File: src/hdl/rmsg_pkg.sv
// shared constants and types of the rms level meter with gain
package rmsg_pkg;

   parameter int unsigned MAX_BLOCK_SAMPLES = 4096;

   parameter int unsigned SAMPLE_W   = 24;
   parameter int unsigned GAIN_W     = 16;
   parameter int unsigned GAIN_SHIFT = 14;
   parameter int unsigned LEVEL_W    = 24;

   // count holds 0..MAX_BLOCK_SAMPLES
   parameter int unsigned CNT_W  = $clog2(MAX_BLOCK_SAMPLES + 1);
   // a square is at most 2^46, the sum at most MAX * 2^46
   parameter int unsigned SQ_W   = 47;
   parameter int unsigned SUM_W  = 46 + CNT_W;
   // mean never exceeds 2^46, root taken over 48 bits
   parameter int unsigned MEAN_W = 2 * LEVEL_W;
   // shared compare-subtract width
   parameter int unsigned SUB_W  = LEVEL_W + 2;
   parameter int unsigned STEP_W = $clog2(SUM_W);

   parameter int unsigned MUL_W  = SAMPLE_W + 1;
   parameter int unsigned PROD_W = 2 * MUL_W;
   parameter int unsigned GQ_W   = PROD_W - GAIN_SHIFT;

   parameter logic [GAIN_W-1:0]   GAIN_RESET = GAIN_W'(16384);
   parameter logic [SAMPLE_W-1:0] SAT_MAX    = {1'b0, {(SAMPLE_W - 1){1'b1}}};
   parameter logic [SAMPLE_W-1:0] SAT_MIN    = {1'b1, {(SAMPLE_W - 1){1'b0}}};

   typedef enum logic [5:0] {
      ST_IDLE  = 6'b000001,
      ST_SQR   = 6'b000010,
      ST_GAIN  = 6'b000100,
      ST_SAT   = 6'b001000,
      ST_LEVEL = 6'b010000,
      ST_DONE  = 6'b100000
   } state_type;

   typedef enum logic [3:0] {
      LV_IDLE = 4'b0001,
      LV_DIV  = 4'b0010,
      LV_ROOT = 4'b0100,
      LV_DONE = 4'b1000
   } lv_state_type;

endpackage

File: src/hdl/rmsg_level_unit.sv
// iterative mean and integer square root over one shared compare-subtract
module rmsg_level_unit (
   input  logic                             clock,
   input  logic                             reset,
   input  logic                             start,
   input  logic [rmsg_pkg::SUM_W-1:0]       sum,
   input  logic [rmsg_pkg::CNT_W-1:0]       count,
   output logic                             done,
   output logic [rmsg_pkg::LEVEL_W-1:0]     level
);

   rmsg_pkg::lv_state_type                lv_state_ff, lv_state_in;
   logic [rmsg_pkg::STEP_W-1:0]           step_ff, step_in;
   logic [rmsg_pkg::SUM_W-1:0]            dq_ff, dq_in;
   logic [rmsg_pkg::SUB_W-1:0]            rem_ff, rem_in;
   logic [rmsg_pkg::LEVEL_W-1:0]          root_ff, root_in;
   logic [rmsg_pkg::CNT_W-1:0]            div_ff, div_in;
   logic                                  zero_ff, zero_in;

   logic [rmsg_pkg::SUB_W-1:0]            sub_a, sub_b;
   logic [rmsg_pkg::SUB_W:0]              sub_diff;
   logic                                  sub_ge;

   // shared compare-subtract
   always_comb begin
      if (lv_state_ff == rmsg_pkg::LV_DIV) begin
         sub_a = rmsg_pkg::SUB_W'({rem_ff[rmsg_pkg::CNT_W-1:0], dq_ff[rmsg_pkg::SUM_W-1]});
         sub_b = rmsg_pkg::SUB_W'(div_ff);
      end else begin
         sub_a = {rem_ff[rmsg_pkg::SUB_W-3:0], dq_ff[rmsg_pkg::MEAN_W-1 -: 2]};
         sub_b = {root_ff, 2'b01};
      end
      sub_diff = {1'b0, sub_a} - {1'b0, sub_b};
      sub_ge   = !sub_diff[rmsg_pkg::SUB_W];
   end

   always_comb begin
      lv_state_in = lv_state_ff;
      step_in     = step_ff;
      dq_in       = dq_ff;
      rem_in      = rem_ff;
      root_in     = root_ff;
      div_in      = div_ff;
      zero_in     = zero_ff;
      unique case (lv_state_ff)
         rmsg_pkg::LV_IDLE: begin
            if (start) begin
               dq_in       = sum;
               div_in      = count;
               zero_in     = (count == '0);
               rem_in      = '0;
               step_in     = rmsg_pkg::STEP_W'(rmsg_pkg::SUM_W - 1);
               lv_state_in = rmsg_pkg::LV_DIV;
            end
         end
         rmsg_pkg::LV_DIV: begin
            // restoring division, one quotient bit a cycle
            rem_in = sub_ge ? sub_diff[rmsg_pkg::SUB_W-1:0] : sub_a;
            dq_in  = {dq_ff[rmsg_pkg::SUM_W-2:0], sub_ge};
            step_in = step_ff - rmsg_pkg::STEP_W'(1);
            if (step_ff == '0) begin
               rem_in      = '0;
               root_in     = '0;
               step_in     = rmsg_pkg::STEP_W'(rmsg_pkg::LEVEL_W - 1);
               lv_state_in = rmsg_pkg::LV_ROOT;
            end
         end
         rmsg_pkg::LV_ROOT: begin
            // digit-by-digit root, two radicand bits a cycle
            rem_in  = sub_ge ? sub_diff[rmsg_pkg::SUB_W-1:0] : sub_a;
            root_in = {root_ff[rmsg_pkg::LEVEL_W-2:0], sub_ge};
            dq_in   = {dq_ff[rmsg_pkg::SUM_W-3:0], 2'b00};
            step_in = step_ff - rmsg_pkg::STEP_W'(1);
            if (step_ff == '0) begin
               lv_state_in = rmsg_pkg::LV_DONE;
            end
         end
         rmsg_pkg::LV_DONE: begin
            lv_state_in = rmsg_pkg::LV_IDLE;
         end
         default: begin
            lv_state_in = rmsg_pkg::LV_IDLE;
         end
      endcase
   end

   always_ff @(posedge clock) begin
      if (reset) begin
         lv_state_ff <= rmsg_pkg::LV_IDLE;
      end else begin
         lv_state_ff <= lv_state_in;
      end
      step_ff <= step_in;
      dq_ff   <= dq_in;
      rem_ff  <= rem_in;
      root_ff <= root_in;
      div_ff  <= div_in;
      zero_ff <= zero_in;
   end

   assign done  = (lv_state_ff == rmsg_pkg::LV_DONE);
   assign level = zero_ff ? '0 : root_ff;

endmodule

File: src/hdl/block_rms_meter_with_gain.sv
// top level of the block rms level meter with output gain
//
//  channel | direction | beat contents                                   | handshake
//  req     | in        | sample_in (s24 q1.23), last_in_block            | req_valid/req_ready
//  rsp     | out       | sample_out, level, level_new, block_end         | rsp_valid/rsp_ready
//  csr     | in        | volume_gain (u16 q2.14)                         | csr_valid/csr_ready
//
//  after a sample is accepted, one shared 25x25 multiplier gives the square, then the gained
//  product, then a saturate step and a result step; no new beat is taken until the result
//  has left the sequencer for the rsp register
//  a beat marked last adds a bit-serial divide and a two-bit-a-cycle root in the level
//  unit, both run on one compare-subtract
//  req_ready and csr_ready are high only while the sequencer is idle; a finished result
//  waits in the rsp register while the next beat is taken, and the sequencer holds its
//  result until that register frees up
//  synchronous active-high reset clears the sum, count, level, gain (to unity) and
//  the result valid flag, and returns both sequencers to idle
module block_rms_meter_with_gain (
   input  logic                                 clock,
   input  logic                                 reset,
   // sample channel
   input  logic                                 req_valid,
   output logic                                 req_ready,
   input  logic signed [rmsg_pkg::SAMPLE_W-1:0] req_sample_in,
   input  logic                                 req_last_in_block,
   // result channel
   output logic                                 rsp_valid,
   input  logic                                 rsp_ready,
   output logic signed [rmsg_pkg::SAMPLE_W-1:0] rsp_sample_out,
   output logic [rmsg_pkg::LEVEL_W-1:0]         rsp_level,
   output logic                                 rsp_level_new,
   output logic                                 rsp_block_end,
   // gain register write
   input  logic                                 csr_valid,
   output logic                                 csr_ready,
   input  logic [rmsg_pkg::GAIN_W-1:0]          csr_volume_gain
);

   rmsg_pkg::state_type                    state_ff, state_in;
   logic [rmsg_pkg::SAMPLE_W-1:0]          sample_ff, sample_in;
   logic                                   last_ff, last_in;
   logic signed [rmsg_pkg::PROD_W-1:0]     prod_ff, prod_in;
   logic [rmsg_pkg::SUM_W-1:0]             sum_ff, sum_in;
   logic [rmsg_pkg::CNT_W-1:0]             count_ff, count_in;
   logic [rmsg_pkg::GAIN_W-1:0]            gain_ff, gain_in;
   logic [rmsg_pkg::SAMPLE_W-1:0]          yout_ff, yout_in;
   logic [rmsg_pkg::LEVEL_W-1:0]           held_ff, held_in;

   logic                                   rsp_valid_ff, rsp_valid_in;
   logic [rmsg_pkg::SAMPLE_W-1:0]          rsp_sample_ff, rsp_sample_in;
   logic [rmsg_pkg::LEVEL_W-1:0]           rsp_level_ff, rsp_level_in;
   logic                                   rsp_last_ff, rsp_last_in;

   // shared multiplier
   logic signed [rmsg_pkg::MUL_W-1:0]      mul_a, mul_b;
   logic signed [rmsg_pkg::PROD_W-1:0]     mul_p;

   // gain scaling and clamp
   logic [rmsg_pkg::GQ_W-1:0]              gain_q;
   logic                                   sat_hi, sat_lo;

   logic                                   lvl_start, lvl_done;
   logic [rmsg_pkg::LEVEL_W-1:0]           lvl_level;
   logic                                   rsp_load;

   // operand a is always the sample; operand b is the sample again for the square,
   // the zero-extended gain for the output product
   assign mul_a = $signed({sample_ff[rmsg_pkg::SAMPLE_W-1], sample_ff});
   assign mul_b = (state_ff == rmsg_pkg::ST_SQR) ? mul_a :
                  $signed({{(rmsg_pkg::MUL_W - rmsg_pkg::GAIN_W){1'b0}}, gain_ff});
   assign mul_p = mul_a * mul_b;

   // arithmetic drop of the fraction bits rounds toward minus infinity
   assign gain_q = prod_ff[rmsg_pkg::PROD_W-1:rmsg_pkg::GAIN_SHIFT];
   assign sat_hi = !gain_q[rmsg_pkg::GQ_W-1] &&
                   (|gain_q[rmsg_pkg::GQ_W-2:rmsg_pkg::SAMPLE_W-1]);
   assign sat_lo = gain_q[rmsg_pkg::GQ_W-1] &&
                   !(&gain_q[rmsg_pkg::GQ_W-2:rmsg_pkg::SAMPLE_W-1]);

   // result register is free when empty or being drained this cycle
   assign rsp_load  = (state_ff == rmsg_pkg::ST_DONE) && (!rsp_valid_ff || rsp_ready);
   assign lvl_start = (state_ff == rmsg_pkg::ST_SAT) && last_ff;

   always_comb begin
      state_in  = state_ff;
      sample_in = sample_ff;
      last_in   = last_ff;
      prod_in   = prod_ff;
      sum_in    = sum_ff;
      count_in  = count_ff;
      yout_in   = yout_ff;
      held_in   = held_ff;
      unique case (state_ff)
         rmsg_pkg::ST_IDLE: begin
            if (req_valid) begin
               sample_in = req_sample_in;
               last_in   = req_last_in_block;
               state_in  = rmsg_pkg::ST_SQR;
            end
         end
         rmsg_pkg::ST_SQR: begin
            prod_in  = mul_p;
            state_in = rmsg_pkg::ST_GAIN;
         end
         rmsg_pkg::ST_GAIN: begin
            // prod_ff still holds the square here; a full block stops accumulating
            prod_in = mul_p;
            if (count_ff < rmsg_pkg::CNT_W'(rmsg_pkg::MAX_BLOCK_SAMPLES)) begin
               sum_in   = sum_ff + rmsg_pkg::SUM_W'(prod_ff[rmsg_pkg::SQ_W-1:0]);
               count_in = count_ff + rmsg_pkg::CNT_W'(1);
            end
            state_in = rmsg_pkg::ST_SAT;
         end
         rmsg_pkg::ST_SAT: begin
            if (sat_hi) begin
               yout_in = rmsg_pkg::SAT_MAX;
            end else if (sat_lo) begin
               yout_in = rmsg_pkg::SAT_MIN;
            end else begin
               yout_in = gain_q[rmsg_pkg::SAMPLE_W-1:0];
            end
            if (last_ff) begin
               // level unit latches sum and count this cycle
               sum_in   = '0;
               count_in = '0;
               state_in = rmsg_pkg::ST_LEVEL;
            end else begin
               state_in = rmsg_pkg::ST_DONE;
            end
         end
         rmsg_pkg::ST_LEVEL: begin
            if (lvl_done) begin
               held_in  = lvl_level;
               state_in = rmsg_pkg::ST_DONE;
            end
         end
         rmsg_pkg::ST_DONE: begin
            if (rsp_load) begin
               state_in = rmsg_pkg::ST_IDLE;
            end
         end
         default: begin
            state_in = rmsg_pkg::ST_IDLE;
         end
      endcase
   end

   // gain register, written only while idle
   always_comb begin
      gain_in = gain_ff;
      if (csr_valid && csr_ready) begin
         gain_in = csr_volume_gain;
      end
   end

   // result register
   always_comb begin
      rsp_sample_in = rsp_sample_ff;
      rsp_level_in  = rsp_level_ff;
      rsp_last_in   = rsp_last_ff;
      rsp_valid_in  = rsp_valid_ff && !rsp_ready;
      if (rsp_load) begin
         rsp_sample_in = yout_ff;
         rsp_level_in  = held_ff;
         rsp_last_in   = last_ff;
         rsp_valid_in  = 1'b1;
      end
   end

   always_ff @(posedge clock) begin
      if (reset) begin
         state_ff     <= rmsg_pkg::ST_IDLE;
         sum_ff       <= '0;
         count_ff     <= '0;
         held_ff      <= '0;
         gain_ff      <= rmsg_pkg::GAIN_RESET;
         rsp_valid_ff <= 1'b0;
      end else begin
         state_ff     <= state_in;
         sum_ff       <= sum_in;
         count_ff     <= count_in;
         held_ff      <= held_in;
         gain_ff      <= gain_in;
         rsp_valid_ff <= rsp_valid_in;
      end
      sample_ff     <= sample_in;
      last_ff       <= last_in;
      prod_ff       <= prod_in;
      yout_ff       <= yout_in;
      rsp_sample_ff <= rsp_sample_in;
      rsp_level_ff  <= rsp_level_in;
      rsp_last_ff   <= rsp_last_in;
   end

   // mean and root of the finished block
   rmsg_level_unit u_level (
      .clock (clock),
      .reset (reset),
      .start (lvl_start),
      .sum   (sum_ff),
      .count (count_ff),
      .done  (lvl_done),
      .level (lvl_level)
   );

   assign req_ready      = (state_ff == rmsg_pkg::ST_IDLE);
   assign csr_ready      = (state_ff == rmsg_pkg::ST_IDLE);
   assign rsp_valid      = rsp_valid_ff;
   assign rsp_sample_out = $signed(rsp_sample_ff);
   assign rsp_level      = rsp_level_ff;
   assign rsp_level_new  = rsp_last_ff;
   assign rsp_block_end  = rsp_last_ff;

endmodule

File: config.mk
export PLATFORM = sky130hd
export DESIGN_NAME = block_rms_meter_with_gain
export DESIGN_NICKNAME = d
export VERILOG_FILES = /design/src/hdl/rmsg_pkg.sv /design/src/hdl/rmsg_level_unit.sv /design/src/hdl/block_rms_meter_with_gain.sv
export SDC_FILE = /design/constraint.sdc
export NUM_CORES = 2
export LEC_CHECK = 0
export ABC_AREA = 0
export BUFFER_PORTS_ARGS = -buffer_cell sky130_fd_sc_hd__buf_2
export CORE_MARGIN = 2
export CORE_UTILIZATION = 35
export DETAILED_ROUTE_END_ITERATION = 16
export PLACE_DENSITY = 0.52
export RECOVER_POWER = 100
export SLEW_MARGIN = 20
export SYNTH_ARGS = -nofsm -noshare
export SYNTH_HDL_FRONTEND = slang
export SYNTH_HIERARCHICAL = 1
export SYNTH_SLANG_ARGS = --single-unit
File: constraint.sdc
create_clock -name clock -period 12.7 [get_ports clock]
set_input_delay 1.27 -clock clock [delete_from_list [all_inputs] [get_ports clock]]
set_output_delay 1.27 -clock clock [all_outputs]
set_load 0.02 [all_outputs]
# Word-level counts from Yosys, hierarchy flattened
# Index checks and enable logic that the tools add are counted.
dict set report op_classes {
  n_addsub 4
  multipliers 1
  div 0
  n_lt_le_gt_ge 1
  n_eq_ne 18
  n_shift 0
  mux 32
  bitwise_logic 0
  reduce_logical 28
}
# operator count
set op_table {}
lappend op_table {{two-way mux 59 bit} 3}
lappend op_table {{case mux 59 bit (3 select lines)} 1}
lappend op_table {{two-way mux 24 bit} 6}
lappend op_table {{case mux 59 bit (2 select lines)} 1}
lappend op_table {{case mux 24 bit (3 select lines)} 1}
lappend op_table {{adder 59 x 47 -> 59 bit} 1}
lappend op_table {{two-way mux 26 bit} 2}
lappend op_table {{multiplier 24 x 25 -> 49 bit} 1}
lappend op_table {{case mux 24 bit (2 select lines)} 1}
lappend op_table {{two-way mux 6 bit} 6}
lappend op_table {{case mux 6 bit (6 select lines)} 1}
lappend op_table {{subtractor 26 x 26 -> 27 bit} 1}
lappend op_table {{two-way mux 13 bit} 2}
lappend op_table {{case mux 13 bit (2 select lines)} 1}
lappend op_table {{two-way mux 25 bit} 1}
lappend op_table {{case mux 6 bit (3 select lines)} 1}
lappend op_table {{inequality test 2 bit (second input constant)} 7}
lappend op_table {{adder 13 x 1 -> 13 bit (second input constant)} 1}
lappend op_table {{zero test 13 bit} 1}
lappend op_table {{< comparator 13 bit (second input constant)} 1}
lappend op_table {{two-way mux 4 bit} 3}
lappend op_table {{case mux 4 bit (3 select lines)} 1}
lappend op_table {{AND reduction 12 bit} 1}
lappend op_table {{OR reduction 12 bit} 1}
lappend op_table {{other kinds (22)} 38}
dict set report word_totals {
  reg_bits 398
  latch_bits 0
  mem_bits_rw 0
  romBits 0
  input_bits 46
  output_inout_bits 53
  elab_cells 104
  memories 0
}

# Depth between registers and ports, before layout
dict set report depth {
  word_depth 6
  ltp_mapped 32
  ltp_nobuf 28
}

# By module
# Netlist, hierarchy kept.
# module instances cells_each area_per_inst_um2 seq_area_each_um2
set modules_own_cells {}
lappend modules_own_cells {block_rms_meter_with_gain 1 3558 33779.9 6796.5}
lappend modules_own_cells {rmsg_level_unit 1 758 7678.6 3893.7}

# Least setup slack after synthesis
# Ideal clock, no wire load.
dict set report synth_path {
  kind {register to register}
  start {reg state_ff[4]}
  end {reg prod_ff[48] (netlist bit) (data pin)}
  setup_time_ns 0.262
  t_arrival_ns 8.295
  required_ns 12.438
  slack_ns 4.144
  stages_incl_launch_ff 29
  n_path_buf 5
  period_less_slack_ns 8.556
  cell_sequence {dfxtp_1 -> clkbuf_1 -> or4_1 -> nor3b_1 -> buf_2 -> buf_2 -> buf_2 -> buf_2 -> nand3_1 -> inv_1 -> fa_1 -> fa_1 -> inv_1 -> fa_1 -> inv_1 -> fa_1 -> fa_1 -> fa_1 -> inv_1 -> fa_1 -> inv_1 -> ha_1 -> and4_1 -> and3_1 -> a221oi_1 -> nand2_1 -> a41o_1 -> a211oi_1 -> xnor2_1}
}
dict set report synth_via {
  elab_chain_len 3
}
# item line
set synth_rtl {}
lappend synth_rtl {{start: declaration} block_rms_meter_with_gain.sv:39} ;# rmsg_pkg::state_type state_ff, state_in;
lappend synth_rtl {{start signal: assignment} block_rms_meter_with_gain.sv:172} ;# state_ff <= rmsg_pkg::ST_IDLE;
lappend synth_rtl {{start signal: assignment} block_rms_meter_with_gain.sv:179} ;# state_ff <= state_in;
lappend synth_rtl {{equality test 6 x 2 -> 1 bit} block_rms_meter_with_gain.sv:69} ;# assign mul_b = (state_ff == rmsg_pkg::ST_SQR) ? mul_a :
lappend synth_rtl {{two-way mux 25 bit} block_rms_meter_with_gain.sv:69}
lappend synth_rtl {{multiplier 24 x 25 -> 49 bit} block_rms_meter_with_gain.sv:71} ;# assign mul_p = mul_a * mul_b;
lappend synth_rtl {{net mul_p, one bit} block_rms_meter_with_gain.sv:56} ;# logic signed [rmsg_pkg::PROD_W-1:0] mul_p;
lappend synth_rtl {{end signal: assignment} block_rms_meter_with_gain.sv:188} ;# prod_ff <= prod_in;
lappend synth_rtl {{end: declaration} block_rms_meter_with_gain.sv:42} ;# logic signed [rmsg_pkg::PROD_W-1:0] prod_ff, prod_in;
# The timed path passes the listed nets, and every way through them passes these cells.
# A chain may end at the register's enable or synchronous reset.

# Worst setup path after layout
dict set report layout_path {
  start {reg state_ff[3]}
  end {reg prod_ff[41] (netlist bit) (data pin)}
}
# Same word-level chain as after synthesis.

==> summary.txt <==
Die
  – Die area: roughly 120,000 µm²
  – Die H: about 350 µm
  – Row cnt: 126
  – IO Count: 99
  – Core area: approximately 120,000 µm²
  – Initial Util: a little over a third
  – Die X: ~350 µm

Cells and area
  – Area of the multi-input gates: 27,300 µm²
  – Final Non-Filler Cells: 5,872
  – Fin util: 38.2%
  – Layout cells sized above 1: under 10%
  – Fillers: approximately 12,000
  – Layout Nets: between 5,000 and 6,000
  – Reg area: ~11,000 µm²
  – Area Growth Syn to Fin: 8.52%

Setup path
  – Slowest CP cell: a21o_1
  – Crit-path max FO: between 100 and 150
  – Worst R2R Path Depth: 25
  – Critical Path Start: state_ff[3]
  – Crit path depth: 25
  – Kind of critical path: reg2reg
  – CP arrival: between 10 and 15 ns
  – Launching point of the worst reg2reg path: state_ff[3]
  – Crit-path most repeated cell: fa_1
  – CP top delay family: adder cells
  – CP peak stage delay: 0.82 ns
  – Worst Setup Start Kind: flip-flop
  – Critical Path RT: around 13 ns
  – WP buf/inv: 4
  – Endpoint type of the worst setup path: flip-flop

Synthesis
  – Seq cells post-synth: 397
  – Synth area leaders: fa_1, edfxtp_1, ha_1
  – Synth Flop Type: edfxtp_1
  – Syn avg cell area: 9.61 µm²
  – Synthesized net count: just over 5,000
  – Post-Syn Area: between 40,000 and 50,000 µm²
  – Post-synth EDFFs: roughly 270
  – Sequential area share after synthesis: between 20% and 30%
  – Area leader, netlist: fa_1
  – Number of distinct library cells after synthesis: 85
  – Syn Inst Count: 4,316
  – Post-synth ARST share: 0%
  – Synth warnings: 6
  – Top-area cell type share of the netlist area: 29.7%

Run status
  – Status: complete, but fails checks
  – Failing checks: max-capacitance violations, max-slew violations

STA
  – Final Hold Violating Endpoints: 0
  – Worst-Margin Slew: 3.16 ns
  – Tcrit/Tclk final: 79.7%
  – Max-slew headroom: -111%
  – Final worst slack: approximately 2.6 ns
  – Setup TNS: 0 ns
  – Fmax: approximately 0.099 GHz
  – RSZ-0062 raised after global routing: no
  – Final setup violation count: 0
  – Pins Over Slew Limit: around 590
  – Clock Skew: approximately 0.042 ns
  – Final min period: 10.13 ns

Min path
  – Hold Crit Depth: 0
  – Hold Startpoint: yout_ff[0]
  – Hold crit path type: reg2reg

Place
  – GP Congestion: between 0.8 and 0.9
  – Place WS: between 2 and 3 ns
  – HPWL Detailed: between 80,000 and 90,000 µm
  – Port bufs: 98
  – Inst Count DP: 5,775

Detailed routing
  – DRT Pass-1 Iters: 5
  – Final wirelength: 116,000 µm
  – Post-route ant nets: 0
  – Vias: a little under 30,000
  – Detailed-route wire length per cell: a little under 20 µm
  – Vias/cell: ~5.1
  – # DRC: 0
  – Drt initial violations: ~1,900

Clocking
  – CTS clk-pin slew, worst paths: ~0.06 ns
  – Clk sink count: about 400
  – Clk_lat worst skew: about 0.64 ns
  – Post-CTS Resized: 0
  – CTS max path bufs: 3
  – Postcts setup bufs: 0
  – Root Buffer: clkbuf_16
  – Cts hold-fix bufs: 0
  – CTS tree: built
  – H-tree Lvls: 2
  – CTS Buf Count: 51

Global routing
  – All-Layer GR Usage: between 10% and 20%
  – Total grt overflow: 0
  – Initial antenna violation count: 8
  – Largest net degree at the start of global routing: 130
  – Vias in the first global route: around 31,000
  – First-pass GRT wire length: 184,000 µm

Flow run
  – Max-cap violations: 18
-- layer usage --
metal,wire (µm),GRT usage [%],vias up,part of all wire (%)
li1,-,-,13900,-
met1,50700,25.8,14900,44
met2,55100,33.0,707,48
met3,6510,3.29,169,5.6
met4,3480,5.71,6,3.0
met5,39,0,-,0.034
-- kinds of logic after synthesis --
group / Yosys count / synth area share [%]
fa+ha+maj: 826 / 36.1
flops: 397 / 25.8
buf+inv: 900 / 8.29
simple gates: 1421 / 16.7
xor+xnor: 123 / 2.60
mux: 39 / 0.942
compound gates: 610 / 9.63
-- metrics by stage --
stage	cell area, µm²	hold WS [ns]
floorplan	41500	0.400
global placement	43500	0.402
detailed placement	43500	0.405
CTS	45200	0.411
global route	45000	0.419
finish	45000	0.409
-- path summary, 6_finish.rpt --
path	end	slack [ns]
worst max-delay path	prod_ff[41]	2.57
worst min-delay path	rsp_sample_out[0]	0.41
worst max register to register	prod_ff[41]	2.57
worst min register to register	rsp_sample_out[0]	0.41
-- layout make-up --
type	instances	share of cell area (%)
antenna	3	0.0167
clock buffer	66	3.17
clock inverter	28	0.634
inverter	667	5.56
multi-input combinational	3019	60.8
sequential	397	23.8
tap	1536	4.27
timing repair buffer	156	1.82
-- synthesized netlist by cell type, drive strengths merged (27+ instances only) --
master and number:
nand2 647, dfxtp 123, edfxtp 274, xnor2 69, nor2b 38, a21o 51
and2 257, nand2b 27, inv 667, mux2i 39, xor2 54, nand4 34
clkbuf 197, ha 210, o21a 41, a21oi 191, fa 616, and3 89
nor2 143, nor3 32, buf 36, a22oi 78, o21ai 95, nand3 82
-- sequential cells by signal, indices dropped and copies added (netlist names), 13 cells and up --
register	count
u_level/dq_ff	59
gain_ff	16
rsp_sample_out	24
sample_ff	24
u_level/rem_ff	24
rsp_level	24
u_level/root_ff	24
held_ff	24
sum_ff	59
u_level/div_ff	13
count_ff	13
yout_ff	24
prod_ff	49
-- placed cells by master (no fill, tap or decap), types with 81 or more instances in the layout --
master and instances:
nor2_1 141, and2_1 231, nand2_1 645, and3_1 88, edfxtp_1 274, a21oi_1 188, nand3_1 81, ha_1 210
o21ai_0 93, dfxtp_1 123, inv_1 667, fa_1 616
-- worst reg2reg max path: cells and delay by family (launching register included) --
| kind | cells | cell delay (ns) |
|---|---|---|
| simple gates | 5 | 1.90 |
| buf+inv | 4 | 0.59 |
| xor+xnor | 1 | 0.10 |
| compound gates | 7 | 2.97 |
| fa+ha+maj | 8 | 3.90 |
| flops | 1 | 0.36 |
Power is not shown: default switching activity piles up to over one toggle a cycle in this logic, so the estimate is an artifact.
